--- config.mk ---
export PLATFORM = sky130hd
export DESIGN_NAME = stepped_line_waypoint_generator
export DESIGN_NICKNAME = d
export VERILOG_FILES = /design/src/rtl/core/slwg_pkg.sv /design/src/rtl/core/slwg_datapath.sv /design/src/rtl/core/slwg_ctrl.sv /design/src/rtl/core/stepped_line_waypoint_generator.sv
export VERILOG_INCLUDE_DIRS = /design/src /design/src/rtl/core
export SDC_FILE = /design/constraint.sdc
export NUM_CORES = 1
export LEC_CHECK = 0
export ABC_CLOCK_PERIOD_IN_PS = 19830
export BUFFER_PORTS_ARGS = -buffer_cell sky130_fd_sc_hd__buf_2
export CORE_ASPECT_RATIO = 0.5
export CORE_MARGIN = 2
export CORE_UTILIZATION = 45
export CTS_CLUSTER_DIAMETER = 40
export DETAILED_ROUTE_END_ITERATION = 8
export GPL_TIMING_DRIVEN = 0
export PLACE_DENSITY = 0.63
export SLEW_MARGIN = 20
export SYNTH_ARGS = -nofsm -noshare
export SYNTH_HDL_FRONTEND = slang
export SYNTH_SLANG_ARGS = --single-unit
--- constraint.sdc ---
create_clock -name clk -period 19.83 [get_ports clk]
set_clock_uncertainty 0.1 [all_clocks]
set_input_delay 4.9575 -clock clk [delete_from_list [all_inputs] [get_ports clk]]
set_output_delay 4.9575 -clock clk [all_outputs]
set_load 0.02 [all_outputs]
--- src/rtl/core/stepped_line_waypoint_generator_assert.svh ---
// Assertion macros for the waypoint generator modules; slwg_ctrl uses them.
// Each macro expects signals named clk and rst_n in the module that uses it.
`ifndef STEPPED_LINE_WAYPOINT_GENERATOR_ASSERT_SVH
`define STEPPED_LINE_WAYPOINT_GENERATOR_ASSERT_SVH

// Same-cycle implication, checked at every rising edge outside reset.
`define SLWG_ASSERT_NOW(label, ante, cons) \
  label: assert property (@(posedge clk) disable iff (!rst_n) (ante) |-> (cons)) \
    else $error("slwg: same-cycle check failed");

// Next-cycle implication, checked at every rising edge outside reset.
`define SLWG_ASSERT_NEXT(label, ante, cons) \
  label: assert property (@(posedge clk) disable iff (!rst_n) (ante) |=> (cons)) \
    else $error("slwg: next-cycle check failed");

`endif

--- src/rtl/core/slwg_pkg.sv ---
package slwg_pkg;

  localparam int COORD_BITS    = 7;
  localparam int STEP_SIZE     = 4;
  localparam int MAX_WAYPOINTS = 32;

  // Three extra bits hold the sign and the minor-axis overshoot, and bound
  // the error term, which stays within four times the coordinate range.
  localparam int POS_W = COORD_BITS + 3;
  localparam int CNT_W = $clog2(MAX_WAYPOINTS + 1);

  typedef logic [COORD_BITS-1:0]   coord_t;
  typedef logic signed [POS_W-1:0] pos_t;
  typedef logic [CNT_W-1:0]        cnt_t;

  localparam pos_t POS_HI   = pos_t'((1 << COORD_BITS) - 1);
  localparam pos_t STEP_POS = pos_t'(STEP_SIZE);
  localparam cnt_t CNT_MAX  = cnt_t'(MAX_WAYPOINTS);

  typedef enum logic {
    S_IDLE,
    S_RUN
  } state_t;

  typedef struct packed {
    logic load;
    logic emit_step;
    logic emit_end;
  } dp_cmd_t;

  typedef struct packed {
    logic more;
  } dp_status_t;

  function automatic coord_t clamp_coord(pos_t v);
    if (v < 0) begin
      return '0;
    end else if (v > POS_HI) begin
      return '1;
    end else begin
      return v[COORD_BITS-1:0];
    end
  endfunction

endpackage

--- src/rtl/core/slwg_datapath.sv ---
module slwg_datapath (
  input  logic                 clk,
  input  slwg_pkg::dp_cmd_t    cmd,
  output slwg_pkg::dp_status_t status,
  input  slwg_pkg::coord_t     in_start_x,
  input  slwg_pkg::coord_t     in_start_y,
  input  slwg_pkg::coord_t     in_end_x,
  input  slwg_pkg::coord_t     in_end_y,
  output slwg_pkg::coord_t     out_point_x,
  output slwg_pkg::coord_t     out_point_y,
  output logic                 out_last_point
);

  // Walk state.
  slwg_pkg::pos_t   x_r, y_r, x_nxt, y_nxt;
  slwg_pkg::coord_t xe_r, ye_r;
  logic             x_major_r, x_up_r, y_up_r;
  slwg_pkg::pos_t   dmaj_r, dmin_r;
  slwg_pkg::pos_t   err_r, err_nxt;
  slwg_pkg::cnt_t   cnt_r;

  // Output word register.
  slwg_pkg::coord_t point_x_r, point_y_r;
  logic             last_r;

  // Request setup.
  slwg_pkg::pos_t sx, sy, ex, ey, dx, dy, adx, ady, dmaj, dmin, err_init;
  logic           x_major;

  // Step logic.
  slwg_pkg::pos_t maj_pos, maj_end, x_step, y_step;
  logic           maj_up, not_reached, minor_move;

  always_comb begin
    sx       = slwg_pkg::pos_t'(in_start_x);
    sy       = slwg_pkg::pos_t'(in_start_y);
    ex       = slwg_pkg::pos_t'(in_end_x);
    ey       = slwg_pkg::pos_t'(in_end_y);
    dx       = ex - sx;
    dy       = ey - sy;
    adx      = (dx < 0) ? -dx : dx;
    ady      = (dy < 0) ? -dy : dy;
    x_major  = (adx >= ady);
    dmaj     = x_major ? adx : ady;
    dmin     = x_major ? ady : adx;
    err_init = (dmin <<< 1) - dmaj;
  end

  always_comb begin
    maj_pos     = x_major_r ? x_r : y_r;
    maj_end     = x_major_r ? slwg_pkg::pos_t'(xe_r) : slwg_pkg::pos_t'(ye_r);
    maj_up      = x_major_r ? x_up_r : y_up_r;
    not_reached = maj_up ? (maj_pos < maj_end) : (maj_pos > maj_end);
    status.more = not_reached && (cnt_r < slwg_pkg::CNT_MAX);

    // The minor axis moves whenever the error term is not negative.
    minor_move = !err_r[slwg_pkg::POS_W-1];
    x_step     = x_up_r ? (x_r + slwg_pkg::STEP_POS) : (x_r - slwg_pkg::STEP_POS);
    y_step     = y_up_r ? (y_r + slwg_pkg::STEP_POS) : (y_r - slwg_pkg::STEP_POS);
    x_nxt      = (x_major_r || minor_move) ? x_step : x_r;
    y_nxt      = (!x_major_r || minor_move) ? y_step : y_r;
    err_nxt    = err_r + (dmin_r <<< 1) - (minor_move ? (dmaj_r <<< 1) : '0);
  end

  always_ff @(posedge clk) begin
    if (cmd.load) begin
      x_r       <= sx;
      y_r       <= sy;
      xe_r      <= in_end_x;
      ye_r      <= in_end_y;
      x_up_r    <= (dx > 0);
      y_up_r    <= (dy > 0);
      x_major_r <= x_major;
      dmaj_r    <= dmaj;
      dmin_r    <= dmin;
      err_r     <= err_init;
      cnt_r     <= '0;
    end else if (cmd.emit_step) begin
      x_r   <= x_nxt;
      y_r   <= y_nxt;
      err_r <= err_nxt;
      cnt_r <= cnt_r + 1'b1;
    end
  end

  always_ff @(posedge clk) begin
    if (cmd.emit_step) begin
      point_x_r <= slwg_pkg::clamp_coord(x_r);
      point_y_r <= slwg_pkg::clamp_coord(y_r);
      last_r    <= 1'b0;
    end else if (cmd.emit_end) begin
      point_x_r <= xe_r;
      point_y_r <= ye_r;
      last_r    <= 1'b1;
    end
  end

  assign out_point_x    = point_x_r;
  assign out_point_y    = point_y_r;
  assign out_last_point = last_r;

endmodule

--- src/rtl/core/slwg_ctrl.sv ---
`include "stepped_line_waypoint_generator_assert.svh"

module slwg_ctrl (
  input  logic                 clk,
  input  logic                 rst_n,
  input  logic                 in_valid,
  output logic                 in_stall,
  output logic                 out_valid,
  input  logic                 out_stall,
  input  slwg_pkg::dp_status_t status,
  output slwg_pkg::dp_cmd_t    cmd
);

  slwg_pkg::state_t state_r, state_nxt;
  logic             out_valid_r, out_valid_nxt;
  logic             out_free;

  // The output register can take a new word when empty or being drained.
  assign out_free = !out_valid_r || !out_stall;

  always_comb begin
    state_nxt = state_r;
    unique case (state_r)
      slwg_pkg::S_IDLE: begin
        if (in_valid) begin
          state_nxt = slwg_pkg::S_RUN;
        end
      end
      slwg_pkg::S_RUN: begin
        if (out_free && !status.more) begin
          state_nxt = slwg_pkg::S_IDLE;
        end
      end
      default: state_nxt = slwg_pkg::S_IDLE;
    endcase
  end

  always_comb begin
    in_stall      = 1'b1;
    cmd.load      = 1'b0;
    cmd.emit_step = 1'b0;
    cmd.emit_end  = 1'b0;
    unique case (state_r)
      slwg_pkg::S_IDLE: begin
        in_stall = 1'b0;
        cmd.load = in_valid;
      end
      slwg_pkg::S_RUN: begin
        cmd.emit_step = out_free && status.more;
        cmd.emit_end  = out_free && !status.more;
      end
      default: in_stall = 1'b1;
    endcase
  end

  always_comb begin
    if (cmd.emit_step || cmd.emit_end) begin
      out_valid_nxt = 1'b1;
    end else if (!out_stall) begin
      out_valid_nxt = 1'b0;
    end else begin
      out_valid_nxt = out_valid_r;
    end
  end

  always_ff @(posedge clk) begin
    if (!rst_n) begin
      state_r     <= slwg_pkg::S_IDLE;
      out_valid_r <= 1'b0;
    end else begin
      state_r     <= state_nxt;
      out_valid_r <= out_valid_nxt;
    end
  end

  assign out_valid = out_valid_r;

  `SLWG_ASSERT_NOW(a_load_excl_emit, cmd.load, !(cmd.emit_step || cmd.emit_end))
  `SLWG_ASSERT_NEXT(a_load_starts_run, cmd.load, state_r == slwg_pkg::S_RUN)
  `SLWG_ASSERT_NEXT(a_end_word_shown, cmd.emit_end, out_valid_r && state_r == slwg_pkg::S_IDLE)
  `SLWG_ASSERT_NOW(a_no_overwrite, out_valid_r && out_stall, !(cmd.emit_step || cmd.emit_end))

endmodule

--- src/rtl/core/stepped_line_waypoint_generator.sv ---
// Stepped line waypoint generator.
// Input channel: one word is a line request (start x/y, end x/y), taken
// when in_valid is high and in_stall is low. in_stall is high while a line
// is being walked and low otherwise.
// Result channel: a run of waypoints along the line, taken when out_valid
// is high and out_stall is low. The major axis advances 4 pixels per point,
// the minor axis 4 pixels when the Bresenham error is not negative. The
// exact end point comes last with out_last_point set.
// The first point is loaded into the walk registers when the request is
// taken, and is then written to the output register once that is free.
// Throughput: one point per cycle from the walk register and step adders
// while the receiver does not stall; a line gives at most 33 points.
// The next request is taken as soon as the end point is in the output
// register, even while that word still waits to be taken.
// When the receiver stalls, the output word holds and the walk pauses.
// Reset (rst_n low, synchronous) empties the output register and returns
// the block to idle; a line in progress is dropped.
module stepped_line_waypoint_generator (
  input  logic             clk,
  input  logic             rst_n,
  input  logic             in_valid,
  output logic             in_stall,
  input  slwg_pkg::coord_t in_start_x,
  input  slwg_pkg::coord_t in_start_y,
  input  slwg_pkg::coord_t in_end_x,
  input  slwg_pkg::coord_t in_end_y,
  output logic             out_valid,
  input  logic             out_stall,
  output slwg_pkg::coord_t out_point_x,
  output slwg_pkg::coord_t out_point_y,
  output logic             out_last_point
);

  slwg_pkg::dp_cmd_t    cmd;
  slwg_pkg::dp_status_t status;

  slwg_ctrl u_ctrl (
    .clk       (clk),
    .rst_n     (rst_n),
    .in_valid  (in_valid),
    .in_stall  (in_stall),
    .out_valid (out_valid),
    .out_stall (out_stall),
    .status    (status),
    .cmd       (cmd)
  );

  slwg_datapath u_datapath (
    .clk            (clk),
    .cmd            (cmd),
    .status         (status),
    .in_start_x     (in_start_x),
    .in_start_y     (in_start_y),
    .in_end_x       (in_end_x),
    .in_end_y       (in_end_y),
    .out_point_x    (out_point_x),
    .out_point_y    (out_point_y),
    .out_last_point (out_last_point)
  );

endmodule
### After elaboration in Yosys (flattened, before gate mapping)

Cells that the tools add are included.

* flip-flop bits (word level): 88
* output and inout port bits: 17
* word-level logic and storage cells: 99

* add/subtract/negate cells: 12
* $lt $le $gt $ge: 12
* equality and inequality tests: 1
* mux-type cells: 35
* bitwise logic cells: 1
* reductions and logical operators: 20

Operators with widths (count)
* 2-to-1 mux 7 bit: 15
* 2-to-1 mux 10 bit: 9
* adder 10 x 4 -> 10 bit (second input constant): 2
* greater-than comparator 10 x 8 -> 1 bit (second input constant): 2
* less-than comparator 10 x 1 -> 1 bit (second input constant): 2
* negator 8 -> 10 bit: 2
* subtractor 10 bit: 2
* subtractor 10 x 4 -> 10 bit (second input constant): 2
* greater-than comparator 8 x 1 -> 1 bit (second input constant): 2
* less-than comparator 8 x 1 -> 1 bit (second input constant): 2
* subtractor 7 x 7 -> 8 bit: 2
* adder 10 bit: 1
* >= comparator 10 bit: 1
* greater-than comparator 10 bit: 1
* less-than comparator 10 bit: 1
* 2-to-1 mux 9 bit: 1
* 2-to-1 mux 1 bit: 8
* AND reduction 2 bit: 4
* nonzero test 2 bit: 4
* adder 6 x 1 -> 6 bit (second input constant): 1
* less-than comparator 6 bit (second input constant): 1
* zero test 1 bit: 5
* logical OR 1 bit: 4
* logical AND 1 bit: 3
* other kinds (4): 4

### Longest topological paths before layout

Gate-level depths: netlist of the first run.

* word-level depth: 9
* gate-level depth with buffers: 29

### Hierarchy

Synthesis of the first run repeated with hierarchy kept, for this count alone.

* cell total of the unflattened synthesis: 666
* area total of the unflattened synthesis: 6698.9 sq um

By module, submodules not included
* slwg_datapath: times used 1, cells an instance 656, area each 6606.3 sq um
* slwg_ctrl: times used 1, cells an instance 10, area each 92.6 sq um

### Worst setup path after synthesis of the first run

No wires, ideal clock.

* kind: input port to flip-flop
* start point: input port in_start_x[3]
* end point: register u_datapath.err_r[8], data pin
* setup time: 0.265 ns
* arrival: 9.835 ns
* required time: 19.465 ns
* setup slack: 9.630 ns
* stages on the path: 29
* path buffers: 1
* cells stage by stage: inv_1 > ha_1 > a21o_1 > a21oi_1 > a21oi_1 > nor2_1 > mux2i_1 > inv_1 > ha_1 > a21oi_1 > nor2b_1 > o21ai_0 > o2bb2ai_1 > maj3_2 > maj3_2 > nor2_1 > nor2_2 > buf_4 > mux2i_1 > fa_1 > a21o_1 > a21oi_1 > o21bai_1 > a21oi_1 > o21bai_1 > a21oi_1 > xnor2_1 > nand2_1 > o21ai_0

* word-level cells in the longest chain between the ends: 7

Ends and longest elaborated chain
* start: declaration: RTL line stepped_line_waypoint_generator.sv:23 `input slwg_pkg::coord_t in_start_x,`
* subtractor 7 x 7 -> 8 bit (*): RTL line slwg_datapath.sv:39 `dx = ex - sx;`
* negator 8 -> 10 bit or less-than comparator 8 x 1 -> 1 bit (tied branches): RTL line slwg_datapath.sv:41 `adx = (dx < 0) ? -dx : dx;`
* 2-to-1 mux 10 bit (*): RTL line slwg_datapath.sv:41
* >= comparator 10 bit: RTL line slwg_datapath.sv:43 `x_major = (adx >= ady);`
* 2-to-1 mux 9 bit (*): RTL line slwg_datapath.sv:45 `dmin = x_major ? ady : adx;`
* via u_datapath.dmin[0]: RTL line slwg_datapath.sv:27 `slwg_pkg::pos_t sx, sy, ex, ey, dx, dy, adx, ady, dmaj, dmin, err_init;`
* subtractor 10 bit (*): RTL line slwg_datapath.sv:46 `err_init = (dmin <<< 1) - dmaj;`
* 2-to-1 mux 10 bit (*): RTL line slwg_datapath.sv:66 `if (cmd.load) begin`
* end signal: assignment: RTL line slwg_datapath.sv:76 `err_r <= err_init;`
* end signal: assignment: RTL line slwg_datapath.sv:81 `err_r <= err_nxt;`
* end: declaration: RTL line slwg_datapath.sv:19 `slwg_pkg::pos_t err_r, err_nxt;`

Mark *: on every way through the listed nets, which the timed path passes. The rest lies on a longest branch.
A chain may end at the register's enable or synchronous reset.

### Worst setup path after layout of the first run

* start point: input port in_end_x[0]
* end point: register u_datapath.err_r[8], data pin

* word-level cells in the longest chain between the ends: 7

Ends and longest elaborated chain
* start: declaration: RTL line stepped_line_waypoint_generator.sv:25 `input slwg_pkg::coord_t in_end_x,`
* subtractor 7 x 7 -> 8 bit (*): RTL line slwg_datapath.sv:39
* negator 8 -> 10 bit or less-than comparator 8 x 1 -> 1 bit (tied branches): RTL line slwg_datapath.sv:41
* 2-to-1 mux 10 bit (*): RTL line slwg_datapath.sv:41
* >= comparator 10 bit: RTL line slwg_datapath.sv:43
* 2-to-1 mux 9 bit (*): RTL line slwg_datapath.sv:45
* via u_datapath.dmin[0]: RTL line slwg_datapath.sv:27
* subtractor 10 bit (*): RTL line slwg_datapath.sv:46
* 2-to-1 mux 10 bit (*): RTL line slwg_datapath.sv:66

Marks and branches as above.

==> results of run 1 <==
## layout make-up
cell class	instances	share of cell area, %
clock buffer	10	3.17
inverter	77	4.00
tap	192	3.32
buffer	17	1.00
clock inverter	6	0.693
timing repair buffer	49	3.48
sequential	87	34.1
multi-input combinational	476	50.3
## through the flow
| stage | power (W) | area [sq um] |
|---|---|---|
| final | 0.00101 | 7230 |
| after global routing | 0.00111 | 7230 |
| after CTS | 0.00102 | 7230 |
| after detailed placement | 0.000852 | 6950 |
| after global placement | 0.000840 | 6930 |
| after floorplan | 0.000724 | 6450 |
## routing by layer
layer / global-route usage [%] / vias to the layer above / share of wire (%)
met5: 0 / - / 0
met2: 34.1 / 69 / 45
met4: 3.47 / 0 / 0.70
met1: 28.5 / 2198 / 51
li1: - / 2396 / -
met3: 3.78 / 8 / 3.8
## kinds of logic after synthesis
logic type / share of synthesized area [%]
AND/OR/NAND/NOR: 13.3
AO/OA/AOI/OAI: 12.5
buffers and inverters: 5.57
flip-flops: 38.3
adder cells (fa/ha/maj): 16.2
multiplexers: 7.75
XOR/XNOR: 6.25
other: 0.117
## report_power, final
part / total, W / internal (W) / switching, W
Clock: 0.000162 / 0.0000869 / 0.0000751
Combinational: 0.000568 / 0.000246 / 0.000323
Sequential: 0.000283 / 0.000262 / 0.0000203
Total: 0.00101 / 0.000595 / 0.000418
## worst paths after layout
| path | from | endpoint | cells after the start | slack, ns |
|---|---|---|---|---|
| max | in_end_x[0] | u_datapath.err_r[8] | 27 | 9.02 |
| min reg2reg | u_datapath.out_last_point | u_datapath.out_last_point | 2 | 0.36 |
| min | u_datapath.out_last_point | u_datapath.out_last_point | 2 | 0.36 |
| max reg2reg | u_datapath.x_major_r | u_datapath.err_r[3] | 16 | 14.60 |
## state kept, by name (all words and copies together), names as in the netlist, 6 cells and up
register and count:
u_datapath.cnt_r 6, u_datapath.xe_r 7, u_datapath.dmin_r 9, u_datapath.ye_r 7, u_datapath.out_point_y 7, u_datapath.x_r 10, u_datapath.err_r 9, u_datapath.dmaj_r 9
u_datapath.out_point_x 7, u_datapath.y_r 10
## cell usage in the layout (no fill, tap or decap), types with 15 or more instances in the layout
cell      netlist  layout
a21oi_1        41      41
buf_2           1      49
dfxtp_1        15      15
edfxtp_1       72      72
ha_1           59      59
inv_1          76      76
mux2_2         22      22
mux2i_1        25      25
nand2_1        38      38
nor2_1         63      63
nor2b_1        15      15
o21ai_0        30      30
xnor2_1        25      25
xor2_1         19      19
## tightest hold or removal path, cell delays in order, from the launching register on
cell and delay (ns):
dfxtp_1 0.32, nor2_1 0.05, nor2_1 0.06
==> reports/qor.csv, run 1 <==
metric,value,unit
antenna violations before repair,0,
Pleak,3.22,nW
Initial Utilization,46.8,%
post-synth top area cell,edfxtp_1,
Post-Synthesis Cell Area,6430,sq um
Overflow after GRT,0,
Die X,173,um
Final ANT Viol Nets,0,
Non-Filler Instances,914,
multi-input logic area,3630,sq um
Post-Route WL,14700,um
CTS buffer count,9,
WHS,0.365,ns
Worst path top cell family by delay,simple AND/OR/NAND/NOR gates,
fmax,92.5,MHz
Nets,822,
Crit Path Max Fanout,10,
RSZ-0062 raised after global routing,no,
Residual DRC,0,
post-synth cell types,58,
fin crit share,54.5,%
slew margin rel.,50.0,%
Main synth FF type,edfxtp_1,
# Post-CTS Setup Buffers,0,
Die Span Y,88.5,um
"FF+latch count, synth",87,
outcome,"finished, final reports clean",
Final Hold Fails,0,
CTS tree,built,
drt pass-1 iters,4,
clk sinks,87,
register area share after synthesis,38.3,%
CTS Buffer Depth,2,
Via Count,4671,
Required @ worst endpoint,19.81,ns
clock root cell,clkbuf_16,
syn_area_per_cell,9.86,sq um
number of global-route vias before repair,4626,
DP HPWL,11500,um
largest cells by area after synthesis,"edfxtp_1 (34%), ha_1 (11%), dfxtp_1 (4.7%), inv_1 (4.4%), fa_1 (4.4%)",
warnings from Yosys,0,
commonest cells in the synthesized netlist,"inv_1 (76), edfxtp_1 (72), nor2_1 (63)",
row count,30,
H-Tree Depth,3,
peak supply drop,0.0692,mV
area delta synth->final,12.4,%
fin. max-slew vios,0,
fill count,1313,
sequential cell area,2460,sq um
final number of setup-violating endpoints,0,
DR iter-0 viols,327,
# diodes,0,
CP max stage cell,nor4b_1,
I/O Pins,49,
Buf/Inv on CP,4,
Crit Path Class,in2reg,
Core ar.,13700,sq um
Setup WS pre-CTS,8.70,ns
fin crit period,10.81,ns
Hold WC Path Type,reg2reg,
Worst Tran Pin Value,0.739,ns
Critical Path AT,10.79,ns
critical path launch point type,primary input,
number of flops mapped to enable cells by yosys,72,
die area,15300,sq um
Yosys top cell area share,33.6,%
Max Cap Violations,0,
Setup WS post-layout,9.02,ns
I/O Buffers,48,
# resized after CTS,0,
Placed Instances,898,
DR vias/cell,5.11,
Most common cell on crit path,a21oi_1,
"Async S/R FF share, synth",0,%
PwrDens,140,nW/um^2
clk slew on worst S/H paths,0.07,ns
Mapped Cells,652,
setup tns final,0,ns
largest net degree at the start of global routing,49,
share of cells above drive strength 1,14.4,%
Worst path max stage delay,0.63,ns
RePlAce Congestion,0.908,
GRT Util Overall,20.4,%
crit end category,register,
later-pin clock latency in the skew report,0.35,ns
DR WL/cell,16.0,um
global-route wire length before repair,24100,um
fin util,52.6,%
hold buffer count at CTS,0,
top-count cell post-synth,inv_1,
Power figures use the tool's default switching activity.
==> run 2: changes to the inputs <==
ABC_CLOCK_PERIOD_IN_PS = 8670   (was 19830)
PLACE_DENSITY = 0.65   (was 0.63)
clock period = 8.67 ns   (was 19.83 ns; I/O delays follow)
==> run 2 against run 1 <==
Compared with the run above:
- utilization increased by 0.15 points
- clock power rose by 140%
- critical endpoint unchanged
- design area up 0.28%
- sequential power increased by 130%
- sequential share of layout area shrank 0.094 points
- die area is the same
- power grew 130%
- highest routed layer unchanged
- via count up 2.0%
==> reports/qor.csv, run 2 (synthesis results as in run 1) <==
metric,value,unit,change
outcome,"finished, final reports clean",,unchanged
Worst Tran Pin Value,0.792,ns,was 0.739 ns
fin. max-slew vios,0,,unchanged
Initial Utilization,46.8,%,unchanged
drt pass-1 iters,5,,was 4
Pleak,3.22,nW,about the same
row count,30,,unchanged
Core ar.,13700,sq um,unchanged
antenna violations before repair,0,,unchanged
Post-Route WL,14600,um,"was 14,700 um"
Setup WS pre-CTS,0.401,ns,was 8.70 ns
Final Hold Fails,0,,unchanged
clk sinks,87,,unchanged
Hold WC Path Type,reg2reg,,unchanged
area delta synth->final,12.7,%,was 12.4%
global-route wire length before repair,24300,um,"was 24,100 um"
multi-input logic area,3630,sq um,unchanged
Overflow after GRT,0,,unchanged
share of cells above drive strength 1,14.3,%,was 14.4%
sequential cell area,2460,sq um,unchanged
final number of setup-violating endpoints,0,,unchanged
Die X,173,um,unchanged
DP HPWL,11400,um,"was 11,500 um"
Die Span Y,88.5,um,unchanged
Max Cap Violations,0,,unchanged
I/O Pins,49,,unchanged
WHS,0.368,ns,was 0.365 ns
Critical Path AT,7.93,ns,was 10.79 ns
critical path launch point type,primary input,,unchanged
largest net degree at the start of global routing,49,,unchanged
Crit Path Max Fanout,10,,unchanged
Regs by FF count,"u_datapath.x_r x10, u_datapath.y_r x10",,unchanged
H-Tree Depth,3,,unchanged
CTS Buffer Depth,2,,unchanged
# diodes,0,,unchanged
slew margin rel.,47.2,%,was 50.0%
die area,15300,sq um,unchanged
Worst path top cell family by delay,compound AO/OA/AOI/OAI gates,,was simple AND/OR/NAND/NOR gates
# Post-CTS Setup Buffers,0,,unchanged
fmax,126,MHz,
Crit Path Class,in2reg,,unchanged
number of global-route vias before repair,4723,,"was 4,626"
CTS tree,built,,unchanged
fin crit period,7.94,ns,
# resized after CTS,0,,unchanged
setup tns final,0,ns,unchanged
Final ANT Viol Nets,0,,unchanged
PwrDens,325,nW/um^2,was 140 nW/um^2
CP max stage cell,fa_1,,was nor4b_1
DR vias/cell,5.21,,was 5.11
DR iter-0 viols,264,,was 327
clock root cell,clkbuf_16,,unchanged
"commonest non-fill, non-tap cell in the layout",inv_1,,unchanged
DR WL/cell,16.0,um,about the same
RePlAce Congestion,0.889,,was 0.908
later-pin clock latency in the skew report,0.34,ns,was 0.35 ns
CTS buffer count,9,,unchanged
Setup WS post-layout,0.728,ns,was 9.02 ns
Required @ worst endpoint,8.66,ns,was 19.81 ns
hold buffer count at CTS,0,,unchanged
Nets,822,,unchanged
Buf/Inv on CP,4,,unchanged
most frequent cells in the layout,"inv_1 (76), edfxtp_1 (72), nor2_1 (63)",,unchanged
I/O Buffers,48,,unchanged
peak supply drop,0.129,mV,was 0.0692 mV
fill count,1291,,"was 1,313"
Worst path max stage delay,0.40,ns,was 0.63 ns
Residual DRC,0,,unchanged
fin crit share,91.6,%,
clk slew on worst S/H paths,0.07,ns,about the same
crit end category,register,,unchanged
Most common cell on crit path,a21oi_1,,unchanged
Via Count,4765,,"was 4,671"
RSZ-0062 raised after global routing,no,,unchanged
GRT Util Overall,20.6,%,was 20.4%
==> run 2: changes by cell type in the layout (fill, tap and decap cells not counted), sizes merged <==
cell / delta
inv: -3
bufinv: +1
clkinv: +1
clkinvlp: +1
==> run 2: worst paths after layout <==
check / startpoint / end / slack (ns) / cells after the start
worst max-delay path: in_end_y[0] / u_datapath.err_r[8] / 0.73 / 27
worst min-delay path: u_datapath.out_last_point / u_datapath.out_last_point / 0.37 / 2
worst max register to register: u_datapath.x_major_r / u_datapath.err_r[2] / 3.37 / 16
worst min register to register: u_datapath.out_last_point / u_datapath.out_last_point / 0.37 / 2
==> run 2: worst register-to-register path: stages (launching register included) <==
cell and delay (ns):
edfxtp_1 0.37, clkbuf_1 0.42, clkbuf_1 0.55, mux2i_1 0.28, ha_1 0.26, nor2b_1 0.13
o21a_1 0.16, o21a_1 0.17, o21a_1 0.17, o21a_1 0.16, o21ai_0 0.16, a221oi_1 0.12
mux2i_1 0.38, and3_1 0.20, buf_2 0.22, buf_1 0.52, nand2b_1 0.56
==> run 2: final cells by class <==
type	count	share of cell area, %
Inverter	77	3.99
Buffer	17	1.00
Tap cell	192	3.32
Sequential cell	87	34.0
Multi-Input combinational cell	476	50.1
Timing Repair Buffer	49	3.47
Clock buffer	10	3.16
Clock inverter	6	0.967
==> run 2: metrics by stage <==
| stage | instance area [sq um] | util, % | cells | power [W] |
|---|---|---|---|---|
| floorplan | 6450 | - | 657 | 0.00166 |
| global placement | 6930 | 50.4 | 897 | 0.00192 |
| detailed placement | 6950 | 50.6 | 898 | 0.00196 |
| CTS | 7250 | 52.7 | 914 | 0.00236 |
| global route | 7250 | 52.7 | 914 | 0.00257 |
| finish | 7250 | 52.7 | 914 | 0.00235 |
==> run 2: layer usage <==
layer,global-route usage [%],vias up,routed length (um)
li1,-,2397,-
met1,28.5,2253,7060
met2,34.1,95,6550
met3,2.96,20,803
met4,6.01,0,199
met5,0,-,0
==> run 2: power by group <==
| part | internal, W | total, W | leakage, nW | switching, W |
|---|---|---|---|---|
| combinational | 0.000561 | 0.00131 | 2.27 | 0.000749 |
| clock | 0.000226 | 0.000394 | 0.142 | 0.000168 |
| sequential | 0.000600 | 0.000650 | 0.813 | 0.0000497 |
==> run 3: changes to the inputs <==
CORE_MARGIN = default   (was 2)
CORE_UTILIZATION = 56   (was 45)
PLACE_DENSITY = 0.78   (was 0.65)
SKIP_LAST_GASP = 1   (was default)
==> run 3 against run 2 <==
Compared with the run above:
- sequential power hardly changed
- utilization is 12 points higher
- count of clock-buffer cells in the layout is 1 higher
- first-iteration DRC count is 9.5% lower
- design area is 1.1% lower
- sequential share of layout area is 0.37 points higher
- hold slack better by 0.0032 ns
- non-clock buffer count is 1 lower
==> reports/qor.csv, run 3 (synthesis results as in run 1) <==
metric,value,unit,change
Setup WS pre-CTS,0.411,ns,was 0.401 ns
Final ANT Viol Nets,0,,unchanged
reg2reg start,u_datapath.x_major_r,,unchanged
share of cells above drive strength 1,14.3,%,about the same
later-pin clock latency in the skew report,0.35,ns,was 0.34 ns
Via Count,4721,,"was 4,765"
# diodes,0,,unchanged
drt pass-1 iters,5,,unchanged
RSZ-0062 raised after global routing,no,,unchanged
Crit Path Max Fanout,10,,unchanged
Worst path top cell family by delay,simple AND/OR/NAND/NOR gates,,was compound AO/OA/AOI/OAI gates
worst hold stages,1,,was 2
Worst path max stage delay,0.54,ns,was 0.40 ns
hold buffer count at CTS,0,,unchanged
Hold WC Path Type,reg2reg,,unchanged
Residual DRC,0,,unchanged
fin crit period,7.93,ns,was 7.94 ns
outcome,"finished, final reports clean",,unchanged
Nets,821,,was 822
fill count,944,,"was 1,291"
largest net degree at the start of global routing,49,,unchanged
Non-Filler Instances,866,,was 914
setup tns final,0,ns,unchanged
Final Hold Fails,0,,unchanged
RePlAce Congestion,0.951,,was 0.889
clk sinks,87,,unchanged
I/O Buffers,48,,unchanged
R2R Setup Slk,3.40,ns,was 3.37 ns
# resized after CTS,0,,unchanged
Post-Route WL,14000,um,"was 14,600 um"
"commonest non-fill, non-tap cell in the layout",inv_1,,unchanged
fin crit share,91.4,%,was 91.6%
critical path launch point type,primary input,,unchanged
Crit Path Class,in2reg,,unchanged
Most common cell on crit path,a21oi_1,,unchanged
final number of setup-violating endpoints,0,,unchanged
Critical Path AT,7.91,ns,was 7.93 ns
fin. max-slew vios,0,,unchanged
multi-input logic area,3630,sq um,unchanged
Required @ worst endpoint,8.66,ns,about the same
Worst Tran Pin Value,0.891,ns,was 0.792 ns
hold_sp,u_datapath.cnt_r[4],,was u_datapath.out_last_point
Overflow after GRT,0,,unchanged
H-Tree Depth,3,,unchanged
I/O Pins,49,,unchanged
crit end category,register,,unchanged
DP HPWL,10900,um,"was 11,400 um"
DR vias/cell,5.45,,was 5.21
Max Cap Violations,0,,unchanged
Initial Utilization,58.0,%,was 46.8%
CTS tree,built,,unchanged
DR iter-0 viols,239,,was 264
CTS buffer count,9,,unchanged
row count,27,,was 30
CTS Buffer Depth,2,,unchanged
sequential cell area,2460,sq um,unchanged
Setup WS post-layout,0.743,ns,was 0.728 ns
GRT Util Overall,25.3,%,was 20.6%
Die X,154,um,was 173 um
# Post-CTS Setup Buffers,0,,unchanged
clk slew on worst S/H paths,0.06,ns,was 0.07 ns
Core ar.,11100,sq um,"was 13,700 sq um"
Buf/Inv on CP,4,,unchanged
PwrDens,326,nW/um^2,was 325 nW/um^2
area delta synth->final,11.5,%,was 12.7%
most frequent cells in the layout,"inv_1 (76), edfxtp_1 (72), nor2_1 (63)",,unchanged
die area,11900,sq um,"was 15,300 sq um"
slew margin rel.,40.3,%,was 47.2%
global-route wire length before repair,23000,um,"was 24,300 um"
antenna violations before repair,1,,was 0
fmax,126,MHz,about the same
Worst Hold Path EP,u_datapath.cnt_r[4],,was u_datapath.out_last_point
Placed Instances,850,,was 898
fin util,64.7,%,was 52.7%
r2r endpoint,u_datapath.err_r[3],,was u_datapath.err_r[2]
Die Span Y,77.8,um,was 88.5 um
R2R cell count,16,,unchanged
Regs by FF count,"u_datapath.x_r x10, u_datapath.y_r x10",,unchanged
CP max stage cell,nor4b_1,,was fa_1
Pleak,3.22,nW,about the same
clock root cell,clkbuf_16,,unchanged
WHS,0.371,ns,was 0.368 ns
number of global-route vias before repair,4737,,"was 4,723"
DR WL/cell,16.1,um,was 16.0 um
peak supply drop,0.134,mV,was 0.129 mV
## run 3: metal layers
layer / vias up / global-route usage (%) / wire length (um)
met2: 108 / 42.3 / 6350
met3: 19 / 6.37 / 913
met1: 2203 / 32.7 / 6500
li1: 2389 / - / -
met5: - / 0 / 13
met4: 2 / 7.20 / 189
## run 3: worst register-to-register path: stages, from the launching register on
cell,delay (ns)
edfxtp_1,0.39
clkbuf_1,0.41
clkbuf_1,0.55
mux2i_1,0.26
ha_1,0.25
nor2b_1,0.13
o21a_1,0.16
o21a_1,0.17
o21a_1,0.17
o21a_1,0.16
o21ai_0,0.15
a221oi_1,0.11
mux2i_1,0.40
and3_1,0.21
buf_2,0.22
buf_1,0.50
nand2b_1,0.58
## run 3: cell type report
class	count	share of cell area [%]
Timing Repair Buffer	48	3.35
Multi-Input combinational cell	476	50.7
Sequential cell	87	34.4
Clock buffer	11	3.54
Buffer	17	1.01
Inverter	77	4.03
Clock inverter	5	0.524
Tap cell	145	2.53
## run 3: how the worst max path moves through the flow
stage,start,to,slack [ns],depth (start not counted)
floorplan,in_start_x[3],u_datapath.err_r[8],1.26,29
global placement,in_end_x[0],u_datapath.err_r[8],0.46,27
detailed placement,in_end_x[0],u_datapath.err_r[8],0.41,27
CTS,in_end_x[0],u_datapath.err_r[8],0.76,27
global route,in_end_x[0],u_datapath.err_r[8],0.24,27
finish,in_end_x[0],u_datapath.err_r[8],0.74,27
## run 3: power by group
part           leakage, nW  switching (W)  internal (W)
registers            0.813      0.0000507      0.000601
logic                 2.26       0.000740      0.000561
clock network        0.146       0.000170      0.000214
total                 3.22       0.000960       0.00138
## run 3: per-stage QoR
stage	total power (W)	area [sq um]
final	0.00234	7170
after global routing	0.00255	7170
after CTS	0.00234	7170
after detailed placement	0.00194	6880
after global placement	0.00190	6870
after floorplan	0.00166	6450
